===== src/design/dgpm_pkg.sv =====
// ----------------------------------------------------------------------------
// dgpm_pkg - shared types and constants of the delta-gamma pattern matcher
// Command and result records, status and register codes, queue depths.
// ----------------------------------------------------------------------------
package dgpm_pkg;

	// Defaults of the top-level parameters
	localparam int MAX_PATTERN_DEF   = 16;
	localparam int SYMBOL_BITS_DEF   = 8;
	localparam int POSITION_BITS_DEF = 16;

	// Queue depths (powers of two)
	localparam int CMD_DEPTH = 4;
	localparam int RES_DEPTH = 4;

	// Fixed field widths
	localparam int SYM_IN_W   = 8;
	localparam int START_W    = 16;
	localparam int SUM_W      = 12;
	localparam int DELTA_W    = 8;
	localparam int CFG_IDX_W  = 2;
	localparam int CFG_DATA_W = 12;

	localparam logic [SUM_W-1:0] SUM_MAX = '1;

	typedef enum logic {
		CMD_LOAD = 1'b0,
		CMD_TEXT = 1'b1
	} cmd_kind_t;

	typedef enum logic [1:0] {
		ST_OK         = 2'd0,
		ST_NO_PATTERN = 2'd1,
		ST_TOO_LONG   = 2'd2
	} status_t;

	typedef enum logic [CFG_IDX_W-1:0] {
		REG_DELTA    = 2'd0,
		REG_GAMMA    = 2'd1,
		REG_GAMMA_EN = 2'd2
	} cfg_reg_t;

	// One classified input beat
	typedef struct packed {
		cmd_kind_t             kind;
		logic [SYM_IN_W-1:0]   sym;
		logic                  last;
	} cmd_t;

	// One result beat
	typedef struct packed {
		logic                  found;
		logic [START_W-1:0]    start;
		logic [SUM_W-1:0]      sum;
		logic                  none;
		status_t               status;
	} result_t;

	// Register write
	typedef struct packed {
		logic                  wr_en;
		cfg_reg_t              index;
		logic [CFG_DATA_W-1:0] data;
	} cfg_wr_t;

endpackage


===== src/design/dgpm_front.sv =====
// ----------------------------------------------------------------------------
// dgpm_front - input side of the pattern matcher
// Accepts input beats, tags them as pattern load or text, and holds them in
// a short command queue that the execution side drains.
// ----------------------------------------------------------------------------
module dgpm_front import dgpm_pkg::*; (
	input  logic                clk,
	input  logic                arst_n,
	input  logic                push,
	input  logic                cmd,
	input  logic [SYM_IN_W-1:0] symbol_value,
	input  logic                last,
	output logic                full,
	input  logic                deq,
	output logic                avail,
	output cmd_t                head
);

	localparam int PW = (CMD_DEPTH > 1) ? $clog2(CMD_DEPTH) : 1;
	localparam int CW = $clog2(CMD_DEPTH + 1);

	cmd_t           mem_q [CMD_DEPTH];
	logic [PW-1:0]  wr_ptr_q;
	logic [PW-1:0]  rd_ptr_q;
	logic [CW-1:0]  cnt_q;
	logic           push_ok;
	logic           pop_ok;
	cmd_t           cls;

	// Classify the incoming beat
	always_comb begin
		cls.kind = cmd ? CMD_TEXT : CMD_LOAD;
		cls.sym  = symbol_value;
		cls.last = last;
	end

	assign full    = (cnt_q == CW'(CMD_DEPTH));
	assign avail   = (cnt_q != '0);
	assign push_ok = push && !full;
	assign pop_ok  = deq && avail;
	assign head    = mem_q[rd_ptr_q];

	// Queue storage
	always_ff @(posedge clk) begin
		if (push_ok) begin
			mem_q[wr_ptr_q] <= cls;
		end
	end

	// Pointers and fill count
	always_ff @(posedge clk or negedge arst_n) begin
		if (!arst_n) begin
			wr_ptr_q <= '0;
			rd_ptr_q <= '0;
			cnt_q    <= '0;
		end else begin
			if (push_ok) begin
				wr_ptr_q <= wr_ptr_q + PW'(1);
			end
			if (pop_ok) begin
				rd_ptr_q <= rd_ptr_q + PW'(1);
			end
			if (push_ok && !pop_ok) begin
				cnt_q <= cnt_q + CW'(1);
			end else if (pop_ok && !push_ok) begin
				cnt_q <= cnt_q - CW'(1);
			end
		end
	end

endmodule


===== src/design/dgpm_back.sv =====
// ----------------------------------------------------------------------------
// dgpm_back - execution side of the pattern matcher
// Stage 1 updates pattern and text shift lines and registers per-lane
// differences; stage 2 sums them in a tree, applies the limits and emits
// the result beat into the result queue.
// ----------------------------------------------------------------------------
module dgpm_back import dgpm_pkg::*; #(
	parameter int MAX_PATTERN   = MAX_PATTERN_DEF,
	parameter int SYMBOL_BITS   = SYMBOL_BITS_DEF,
	parameter int POSITION_BITS = POSITION_BITS_DEF
) (
	input  logic                             clk,
	input  logic                             arst_n,
	input  cfg_wr_t                          cfg_wr,
	input  logic                             cmd_avail,
	input  cmd_t                             cmd_head,
	output logic                             cmd_deq,
	input  logic [$clog2(RES_DEPTH+1)-1:0]   res_count,
	output logic                             res_push,
	output result_t                          res_data
);

	localparam int LW   = $clog2(MAX_PATTERN + 1);
	localparam int SB   = SYMBOL_BITS;
	localparam int PB   = POSITION_BITS;
	localparam int NL   = 1 << $clog2(MAX_PATTERN);
	localparam int SUMW = SB + $clog2(MAX_PATTERN);
	localparam int DW   = (SB > DELTA_W) ? SB : DELTA_W;
	localparam int GW   = (SUMW > SUM_W) ? SUMW : SUM_W;
	localparam int CW   = $clog2(RES_DEPTH + 1);
	localparam int SW   = (PB < START_W) ? PB : START_W;

	// Configuration
	logic [DELTA_W-1:0] delta_q;
	logic [SUM_W-1:0]   gamma_q;
	logic               gamma_en_q;

	// Pattern line: lane j holds pattern symbol plen-1-j
	logic [SB-1:0]      pat_q [MAX_PATTERN];
	// Text window: lane 0 holds the newest text symbol
	logic [SB-1:0]      win_q [MAX_PATTERN];
	logic [LW-1:0]      plen_q;
	logic               ready_q;
	logic [PB-1:0]      tpos_q;
	logic [LW-1:0]      fill_q;
	logic               any_q;

	// Stage 1 registers
	logic               valid_s1;
	logic               load_s1;
	logic               text_s1;
	status_t            status_s1;
	logic               check_s1;
	logic               dok_s1;
	logic               last_s1;
	logic [PB-1:0]      start_s1;
	logic [SB-1:0]      diff_s1 [MAX_PATTERN];

	// Stage 1 logic
	logic               fire;
	logic               is_load;
	logic               is_text;
	logic [SB-1:0]      sym;
	logic [LW-1:0]      plen_base;
	logic               has_room;
	logic [LW-1:0]      plen_load;
	logic [LW-1:0]      fill_inc;
	logic [PB-1:0]      tpos_inc;
	logic [SB-1:0]      win_new [MAX_PATTERN];
	logic [SB-1:0]      diff [MAX_PATTERN];
	logic [MAX_PATTERN-1:0] lane_ok;
	status_t            status_d;

	// Stage 2 logic
	logic [SUMW-1:0]    node [2*NL-1];
	logic [SUMW-1:0]    sum;
	logic               found;

	// Issue only when the result queue has room for both the beat in flight and the new beat
	assign fire    = cmd_avail &&
		((CW+1)'(res_count) + (CW+1)'(valid_s1) < (CW+1)'(RES_DEPTH));
	assign cmd_deq = fire;

	// Decode and next-state terms
	always_comb begin
		sym       = SB'(cmd_head.sym);
		is_load   = (cmd_head.kind == CMD_LOAD);
		is_text   = (cmd_head.kind == CMD_TEXT) && ready_q;
		plen_base = ready_q ? '0 : plen_q;
		has_room  = (plen_base < LW'(MAX_PATTERN));
		plen_load = has_room ? plen_base + LW'(1) : plen_base;
		fill_inc  = (fill_q < plen_q) ? fill_q + LW'(1) : fill_q;
		tpos_inc  = (tpos_q == '1) ? tpos_q : tpos_q + PB'(1);
		if (is_load) begin
			status_d = has_room ? ST_OK : ST_TOO_LONG;
		end else if (!ready_q) begin
			status_d = ST_NO_PATTERN;
		end else begin
			status_d = ST_OK;
		end
	end

	// Per-lane differences against the shifted window
	always_comb begin
		for (int j = 0; j < MAX_PATTERN; j++) begin
			win_new[j] = (j == 0) ? sym : win_q[(j == 0) ? 0 : j - 1];
			if (LW'(j) < plen_q) begin
				diff[j] = (pat_q[j] > win_new[j]) ? pat_q[j] - win_new[j]
				                                  : win_new[j] - pat_q[j];
			end else begin
				diff[j] = '0;
			end
			lane_ok[j] = (DW'(diff[j]) <= DW'(delta_q));
		end
	end

	// Configuration writes
	always_ff @(posedge clk or negedge arst_n) begin
		if (!arst_n) begin
			delta_q    <= '0;
			gamma_q    <= '0;
			gamma_en_q <= 1'b0;
		end else if (cfg_wr.wr_en) begin
			case (cfg_wr.index)
				REG_DELTA:    delta_q    <= cfg_wr.data[DELTA_W-1:0];
				REG_GAMMA:    gamma_q    <= cfg_wr.data[SUM_W-1:0];
				REG_GAMMA_EN: gamma_en_q <= cfg_wr.data[0];
				default: ;
			endcase
		end
	end

	// Control state of the execution stage
	always_ff @(posedge clk or negedge arst_n) begin
		if (!arst_n) begin
			plen_q   <= '0;
			ready_q  <= 1'b0;
			tpos_q   <= '0;
			fill_q   <= '0;
			valid_s1 <= 1'b0;
		end else begin
			valid_s1 <= fire;
			if (fire) begin
				case (cmd_head.kind)
					CMD_LOAD: begin
						plen_q  <= plen_load;
						ready_q <= cmd_head.last && (plen_load != '0);
						if (ready_q) begin
							tpos_q <= '0;
							fill_q <= '0;
						end
					end
					CMD_TEXT: begin
						if (ready_q) begin
							fill_q <= cmd_head.last ? '0 : fill_inc;
							tpos_q <= cmd_head.last ? '0 : tpos_inc;
						end
					end
					default: ;
				endcase
			end
		end
	end

	// Shift lines and stage 1 payload
	always_ff @(posedge clk) begin
		if (fire && is_load && has_room) begin
			for (int j = 0; j < MAX_PATTERN; j++) begin
				pat_q[j] <= (j == 0) ? sym : pat_q[(j == 0) ? 0 : j - 1];
			end
		end
		if (fire && is_text) begin
			for (int j = 0; j < MAX_PATTERN; j++) begin
				win_q[j] <= win_new[j];
			end
		end
		if (fire) begin
			load_s1   <= is_load;
			text_s1   <= is_text;
			status_s1 <= status_d;
			check_s1  <= (fill_inc == plen_q);
			dok_s1    <= &lane_ok;
			last_s1   <= cmd_head.last;
			start_s1  <= tpos_q - (PB'(plen_q) - PB'(1));
			for (int j = 0; j < MAX_PATTERN; j++) begin
				diff_s1[j] <= diff[j];
			end
		end
	end

	// Stage 2: adder tree over the lane differences
	genvar g;
	generate
		for (g = 0; g < NL; g++) begin : g_leaf
			if (g < MAX_PATTERN) begin : g_used
				assign node[NL-1+g] = SUMW'(diff_s1[g]);
			end else begin : g_pad
				assign node[NL-1+g] = '0;
			end
		end
		for (g = 0; g < NL - 1; g++) begin : g_node
			assign node[g] = node[2*g+1] + node[2*g+2];
		end
	endgenerate

	assign sum = node[0];

	// Limit checks and result beat
	always_comb begin
		found = text_s1 && check_s1 && dok_s1 &&
			(!gamma_en_q || (GW'(sum) <= GW'(gamma_q)));
		res_push        = valid_s1;
		res_data.found  = found;
		res_data.start  = found ? START_W'(start_s1[SW-1:0]) : '0;
		res_data.sum    = '0;
		if (found) begin
			res_data.sum = (GW'(sum) > GW'(SUM_MAX)) ? SUM_MAX : SUM_W'(GW'(sum));
		end
		res_data.none   = text_s1 && last_s1 && !(any_q || found);
		res_data.status = status_s1;
	end

	// Match-seen flag, kept in beat order at stage 2
	always_ff @(posedge clk or negedge arst_n) begin
		if (!arst_n) begin
			any_q <= 1'b0;
		end else if (valid_s1) begin
			if (load_s1) begin
				any_q <= 1'b0;
			end else if (text_s1) begin
				any_q <= last_s1 ? 1'b0 : (any_q || found);
			end
		end
	end

endmodule


===== src/design/dgpm_rq.sv =====
// ----------------------------------------------------------------------------
// dgpm_rq - result queue of the pattern matcher
// Holds finished result beats until the consumer pops them.
// ----------------------------------------------------------------------------
module dgpm_rq import dgpm_pkg::*; (
	input  logic                            clk,
	input  logic                            arst_n,
	input  logic                            wr_en,
	input  result_t                         wr_data,
	input  logic                            rd_en,
	output logic                            empty,
	output result_t                         head,
	output logic [$clog2(RES_DEPTH+1)-1:0]  count
);

	localparam int PW = (RES_DEPTH > 1) ? $clog2(RES_DEPTH) : 1;
	localparam int CW = $clog2(RES_DEPTH + 1);

	result_t        mem_q [RES_DEPTH];
	logic [PW-1:0]  wr_ptr_q;
	logic [PW-1:0]  rd_ptr_q;
	logic [CW-1:0]  cnt_q;
	logic           pop_ok;

	assign empty  = (cnt_q == '0);
	assign pop_ok = rd_en && !empty;
	assign head   = mem_q[rd_ptr_q];
	assign count  = cnt_q;

	// Storage; the writer never pushes into a full queue
	always_ff @(posedge clk) begin
		if (wr_en) begin
			mem_q[wr_ptr_q] <= wr_data;
		end
	end

	// Pointers and fill count
	always_ff @(posedge clk or negedge arst_n) begin
		if (!arst_n) begin
			wr_ptr_q <= '0;
			rd_ptr_q <= '0;
			cnt_q    <= '0;
		end else begin
			if (wr_en) begin
				wr_ptr_q <= wr_ptr_q + PW'(1);
			end
			if (pop_ok) begin
				rd_ptr_q <= rd_ptr_q + PW'(1);
			end
			if (wr_en && !pop_ok) begin
				cnt_q <= cnt_q + CW'(1);
			end else if (pop_ok && !wr_en) begin
				cnt_q <= cnt_q - CW'(1);
			end
		end
	end

endmodule


===== src/design/delta_gamma_pattern_matcher_top.sv =====
// ----------------------------------------------------------------------------
// delta_gamma_pattern_matcher_top - delta-gamma approximate pattern matcher
// Loads a pattern, then checks every text window against it.
// ----------------------------------------------------------------------------
// Usage:
//   Input channel (push/full): each beat is a pattern symbol (cmd 0) or a
//   text symbol (cmd 1); last closes the pattern or the text.
//   Result channel (empty/pop): one result beat for every input beat, in
//   order: match flag, window start, difference sum, none_found, status.
//   Register port: cfg_wr_en/cfg_index/cfg_data write delta, gamma and the
//   gamma enable; write them only while the block is idle.
// Timing:
//   One beat per cycle sustained while the result queue has room. A beat
//   passes through the command queue and the execute-stage registers; the
//   adder tree and limit check then write it into the result queue.
//   The rate is set by the window compare and the adder tree, one beat each.
// Reset clears the registers, pattern length, text position and both queues.
// When the consumer stops popping, the 4-entry result queue fills, the
// execute stage stops, then the 4-entry command queue fills and full rises.
// ----------------------------------------------------------------------------
module delta_gamma_pattern_matcher_top import dgpm_pkg::*; #(
	parameter int MAX_PATTERN   = MAX_PATTERN_DEF,
	parameter int SYMBOL_BITS   = SYMBOL_BITS_DEF,
	parameter int POSITION_BITS = POSITION_BITS_DEF
) (
	input  logic                  clk,
	input  logic                  arst_n,
	input  logic                  push,
	output logic                  full,
	input  logic                  cmd,
	input  logic [SYM_IN_W-1:0]   symbol_value,
	input  logic                  last,
	input  logic                  cfg_wr_en,
	input  logic [CFG_IDX_W-1:0]  cfg_index,
	input  logic [CFG_DATA_W-1:0] cfg_data,
	output logic                  empty,
	input  logic                  pop,
	output logic                  match_found,
	output logic [START_W-1:0]    match_start,
	output logic [SUM_W-1:0]      distance_sum,
	output logic                  none_found,
	output logic [1:0]            status
);

	cmd_t                          cmd_head;
	logic                          cmd_avail;
	logic                          cmd_deq;
	cfg_wr_t                       cfg_wr;
	logic                          res_push;
	result_t                       res_data;
	result_t                       res_head;
	logic [$clog2(RES_DEPTH+1)-1:0] res_count;

	assign cfg_wr.wr_en = cfg_wr_en;
	assign cfg_wr.index = cfg_reg_t'(cfg_index);
	assign cfg_wr.data  = cfg_data;

	// Input side and command queue
	dgpm_front u_front (
		.clk          (clk),
		.arst_n       (arst_n),
		.push         (push),
		.cmd          (cmd),
		.symbol_value (symbol_value),
		.last         (last),
		.full         (full),
		.deq          (cmd_deq),
		.avail        (cmd_avail),
		.head         (cmd_head)
	);

	// Execution side
	dgpm_back #(
		.MAX_PATTERN   (MAX_PATTERN),
		.SYMBOL_BITS   (SYMBOL_BITS),
		.POSITION_BITS (POSITION_BITS)
	) u_back (
		.clk       (clk),
		.arst_n    (arst_n),
		.cfg_wr    (cfg_wr),
		.cmd_avail (cmd_avail),
		.cmd_head  (cmd_head),
		.cmd_deq   (cmd_deq),
		.res_count (res_count),
		.res_push  (res_push),
		.res_data  (res_data)
	);

	// Result queue
	dgpm_rq u_rq (
		.clk     (clk),
		.arst_n  (arst_n),
		.wr_en   (res_push),
		.wr_data (res_data),
		.rd_en   (pop),
		.empty   (empty),
		.head    (res_head),
		.count   (res_count)
	);

	assign match_found  = res_head.found;
	assign match_start  = res_head.start;
	assign distance_sum = res_head.sum;
	assign none_found   = res_head.none;
	assign status       = res_head.status;

endmodule

===== config.mk =====
export PLATFORM = sky130hd
export DESIGN_NAME = delta_gamma_pattern_matcher_top
export DESIGN_NICKNAME = d
export VERILOG_FILES = /design/src/design/dgpm_pkg.sv /design/src/design/dgpm_front.sv /design/src/design/dgpm_back.sv /design/src/design/dgpm_rq.sv /design/src/design/delta_gamma_pattern_matcher_top.sv
export SDC_FILE = /design/constraint.sdc
export NUM_CORES = 1
export LEC_CHECK = 0
export BUFFER_PORTS_ARGS = -buffer_cell sky130_fd_sc_hd__buf_2
export CORE_MARGIN = 2
export CORE_UTILIZATION = 50
export DETAILED_ROUTE_END_ITERATION = 8
export PLACE_DENSITY = 0.76
export SETUP_SLACK_MARGIN = 0.1
export SYNTH_ARGS = -nofsm -noshare
export SYNTH_HDL_FRONTEND = slang
export SYNTH_HIERARCHICAL = 1
export SYNTH_SLANG_ARGS = --single-unit
export TNS_END_PERCENT = 10

===== constraint.sdc =====
create_clock -name clk -period 12 [get_ports clk]
set_input_delay 1.2 -clock clk [delete_from_list [all_inputs] [get_ports clk]]
set_output_delay 1.2 -clock clk [all_outputs]
set_load 0.05 [all_outputs]

==> run metrics <==
count of unique library cells instantiated by Yosys=96; post-cts gate resize count=0; Core ar.=~80000 sq um; Crit path required time=12.31 ns; sequential area share after synthesis=a little under half; initial antenna violation count=0; Tmin final=7.44 ns; H-tree level count=3; Slew @ Worst Pin=roughly 1.1 ns; setup TNS=0 ns; commonest cells after routing, fill and taps aside=567 x edfxtp_1, 510 x inv_1, 490 x ha_1; WHS Path Cells=0; reg-to-reg slack, setup=~4.6 ns; Core Rows=between 100 and 150; R2R cell count=26; WHS Endpoint=u_back/win_q[0][55]; clk slew on worst S/H paths=approximately 0.06 ns; Vias=about 28000; Residual DRC=0; DRT iter0 DRCs=2605; r2r endpoint=u_rq/mem_q[2][2]; Buffers on Ports=62; Post-synth ARST share=between 10% and 20%; Tightest Hold Check Type=reg -> reg; post-synthesis instance total=around 3600; gpl congestion=a little over 0.9; reg2reg start=u_back/diff_s1[1][56]; critical setup path kind=reg -> reg; number of synthesized flops with an enable pin=about 570; Syn. warnings=6; RSZ-0062 raised after global routing=no; number of setup buffers added after CTS=0; mapped cell area=around 41000 sq um; initial core utilization=between 50 and 60%; GR Overflow Total=0; vias in the first global route=between 20000 and 30000; Critical Path AT=7.76 ns; CP Launch Type=register; Hold Fails Final Rpt=0; slew margin rel.=approximately 27%; syn nets=between 4000 and 5000; Post-CTS Hold Buffers=0; Hold Crit Start=u_back/win_q[0][47]; final clock skew=0.0244 ns; Nets=4306; Pre-antenna DRT Iters=7; hpwl dp=roughly 70000 um; CTS tree=yes; Max Slew Vio Count=0; die area=84300 sq um; Die Y=290 um; commonest non-fill, non-tap cell in the layout=edfxtp_1; root buf cell=clkbuf_16; max-capacitance violation count=0; share of cells above drive strength 1=~8.4%; first-pass GRT wire length=~150000 um; final setup vio count=0; clk buf depth=3; final wirelength=94800 um; flop and latch count out of synthesis=~630; Max Fanout on Critical Path=34; run status=finished clean; io pins=63; total track usage=roughly 22%; routed length per instance=approximately 20 um; Via-to-Cell Ratio=approximately 5.8; Synth Flop Type=edfxtp_1; Final ANT Viol Nets=0; Ant. Diodes=0; Worst-Skew Late Latency=roughly 0.63 ns; largest net degree at the start of global routing=65; average cell area after synthesis=approximately 11 sq um; Die W=between 200 and 300 um; clock sink total=between 600 and 700; TritonCTS Buffers=69; crit share post-route=between 60% and 70%; endpoint type of the worst setup path=register; fmax=roughly 130 MHz; layout overhead on the synthesized area=9.28%
[registers in the layout, summed over array words and instances (netlist names), 2 cells and up]
register / cells
u_front/mem_q: 40
u_back/win_q: 120
u_front/wr_ptr_q: 2
u_front/cnt_q: 3
u_back/status_s1: 2
u_back/plen_q: 5
u_rq/mem_q: 128
u_back/fill_q: 5
u_back/tpos_q: 16
u_rq/rd_ptr_q: 2
u_front/rd_ptr_q: 2
u_back/start_s1: 16
u_back/diff_s1: 128
u_back/delta_q: 8
u_back/gamma_q: 12
u_rq/wr_ptr_q: 2
u_back/pat_q: 128
u_rq/count: 3
[critical path: stages (launching register included)]
cell and delay [ns]:
edfxtp_1 0.34, ha_1 0.18, inv_1 0.06, fa_1 0.41, nor2b_1 0.12, o21ai_0 0.11, a21boi_0 0.29, nor2_1 0.13
fa_1 0.55, fa_1 0.52, fa_1 0.54, inv_1 0.06, fa_1 0.53, inv_1 0.04, ha_1 0.33, a21o_1 0.19
a21oi_1 0.22, o21bai_1 0.11, a2111oi_0 0.44, nor2_1 0.12, xor2_1 0.17, ha_1 0.31, a21o_1 0.16, a21oi_1 0.14
o211ai_1 0.16, a21oi_4 0.71, nor3_1 0.21
[cells in the mapped netlist, types with 10 or more instances]
| cell type | instances | area, sq um |
|---|---|---|
| mux2i_1 | 82 | 821 |
| and2_1 | 41 | 257 |
| a2111oi_0 | 13 | 114 |
| dfrtp_1 | 64 | 1600 |
| nand3_1 | 54 | 270 |
| nand4_1 | 63 | 394 |
| or3_1 | 22 | 138 |
| nor2_1 | 189 | 709 |
| nor3b_1 | 13 | 97.6 |
| nor2b_1 | 64 | 400 |
| a21o_1 | 51 | 383 |
| edfxtp_1 | 567 | 17000 |
| and3_1 | 14 | 87.6 |
| ha_1 | 490 | 6130 |
| mux4_2 | 38 | 856 |
| nand2b_1 | 27 | 169 |
| a211oi_1 | 24 | 180 |
| xor2_1 | 42 | 368 |
| clkbuf_1 | 40 | 150 |
| fa_1 | 96 | 1920 |
| inv_1 | 511 | 1920 |
| a31oi_1 | 14 | 87.6 |
| o31ai_1 | 14 | 105 |
| mux2_2 | 30 | 338 |
| or2_2 | 20 | 125 |
| nand3b_1 | 10 | 75.1 |
| o22ai_1 | 23 | 144 |
| nor4_1 | 11 | 68.8 |
| nand2_1 | 148 | 556 |
| nor3_1 | 51 | 255 |
| o21a_1 | 36 | 270 |
| o221ai_1 | 15 | 131 |
| o311ai_0 | 10 | 87.6 |
| o211ai_1 | 25 | 188 |
| o21bai_1 | 17 | 128 |
| o21ai_0 | 162 | 811 |
| xnor2_1 | 115 | 1010 |
| a21oi_1 | 226 | 1130 |
[through the flow]
stage / setup slack [ns] / area [sq um] / utilization (%) / instances / hold slack, ns
finish: 4.56 / 44800 / 54.9 / 4816 / 0.450
CTS: 4.65 / 44800 / 54.9 / 4816 / 0.451
global placement: 4.73 / 42600 / 52.2 / 4690 / 0.436
floorplan: 2.07 / 41000 / - / 3590 / 0.426
detailed placement: 4.66 / 42600 / 52.2 / 4690 / 0.437
global route: 4.08 / 44800 / 54.9 / 4816 / 0.467
[how the worst max path moves through the flow]
stage	to	from	cells past startpoint	slack [ns]
2_1_floorplan	u_back/win_q[0][0]	u_front/cnt_q[0]	6	2.07
5_1_grt	u_rq/mem_q[1][2]	u_back/diff_s1[1][56]	29	4.08
3_3_place_gp	u_rq/mem_q[1][2]	u_back/diff_s1[1][0]	27	4.73
6_report	u_rq/mem_q[2][2]	u_back/diff_s1[1][56]	26	4.56
4_1_cts	u_rq/mem_q[2][2]	u_back/diff_s1[1][48]	25	4.65
3_5_place_dp	u_rq/mem_q[0][2]	u_back/diff_s1[1][0]	27	4.66
[logic make-up (layout without fill, tap and decap cells)]
family          Yosys count  in the layout  share of synthesized area (%)
buf+inv                 572            728                           5.46
xor+xnor                157            157                           3.35
mux                     157            157                           5.27
compound gates          732            732                           11.4
fa+ha+maj               586            586                           19.6
flops                   631            631                           45.4
simple gates            755            755                           9.40
[final cells by class]
class / instances / area, sq um
inverter: 512 / 1930
sequential: 631 / 18600
tap: 1070 / 1340
multi-input combinational: 2387 / 20100
clock inverter: 43 / 410
fill: 6710 / 36800
timing repair buffer: 90 / 520
clock buffer: 83 / 1820
[per-layer routing]
metal	share of wire [%]	up-vias	GRT usage, %
li1	-	13200	-
met1	43	13700	30.1
met2	49	932	38.7
met3	6.1	178	2.66
met4	2.5	0	6.25
met5	0	-	0
Power is not shown: default switching activity piles up to over one toggle a cycle in this logic, so the estimate is an artifact.
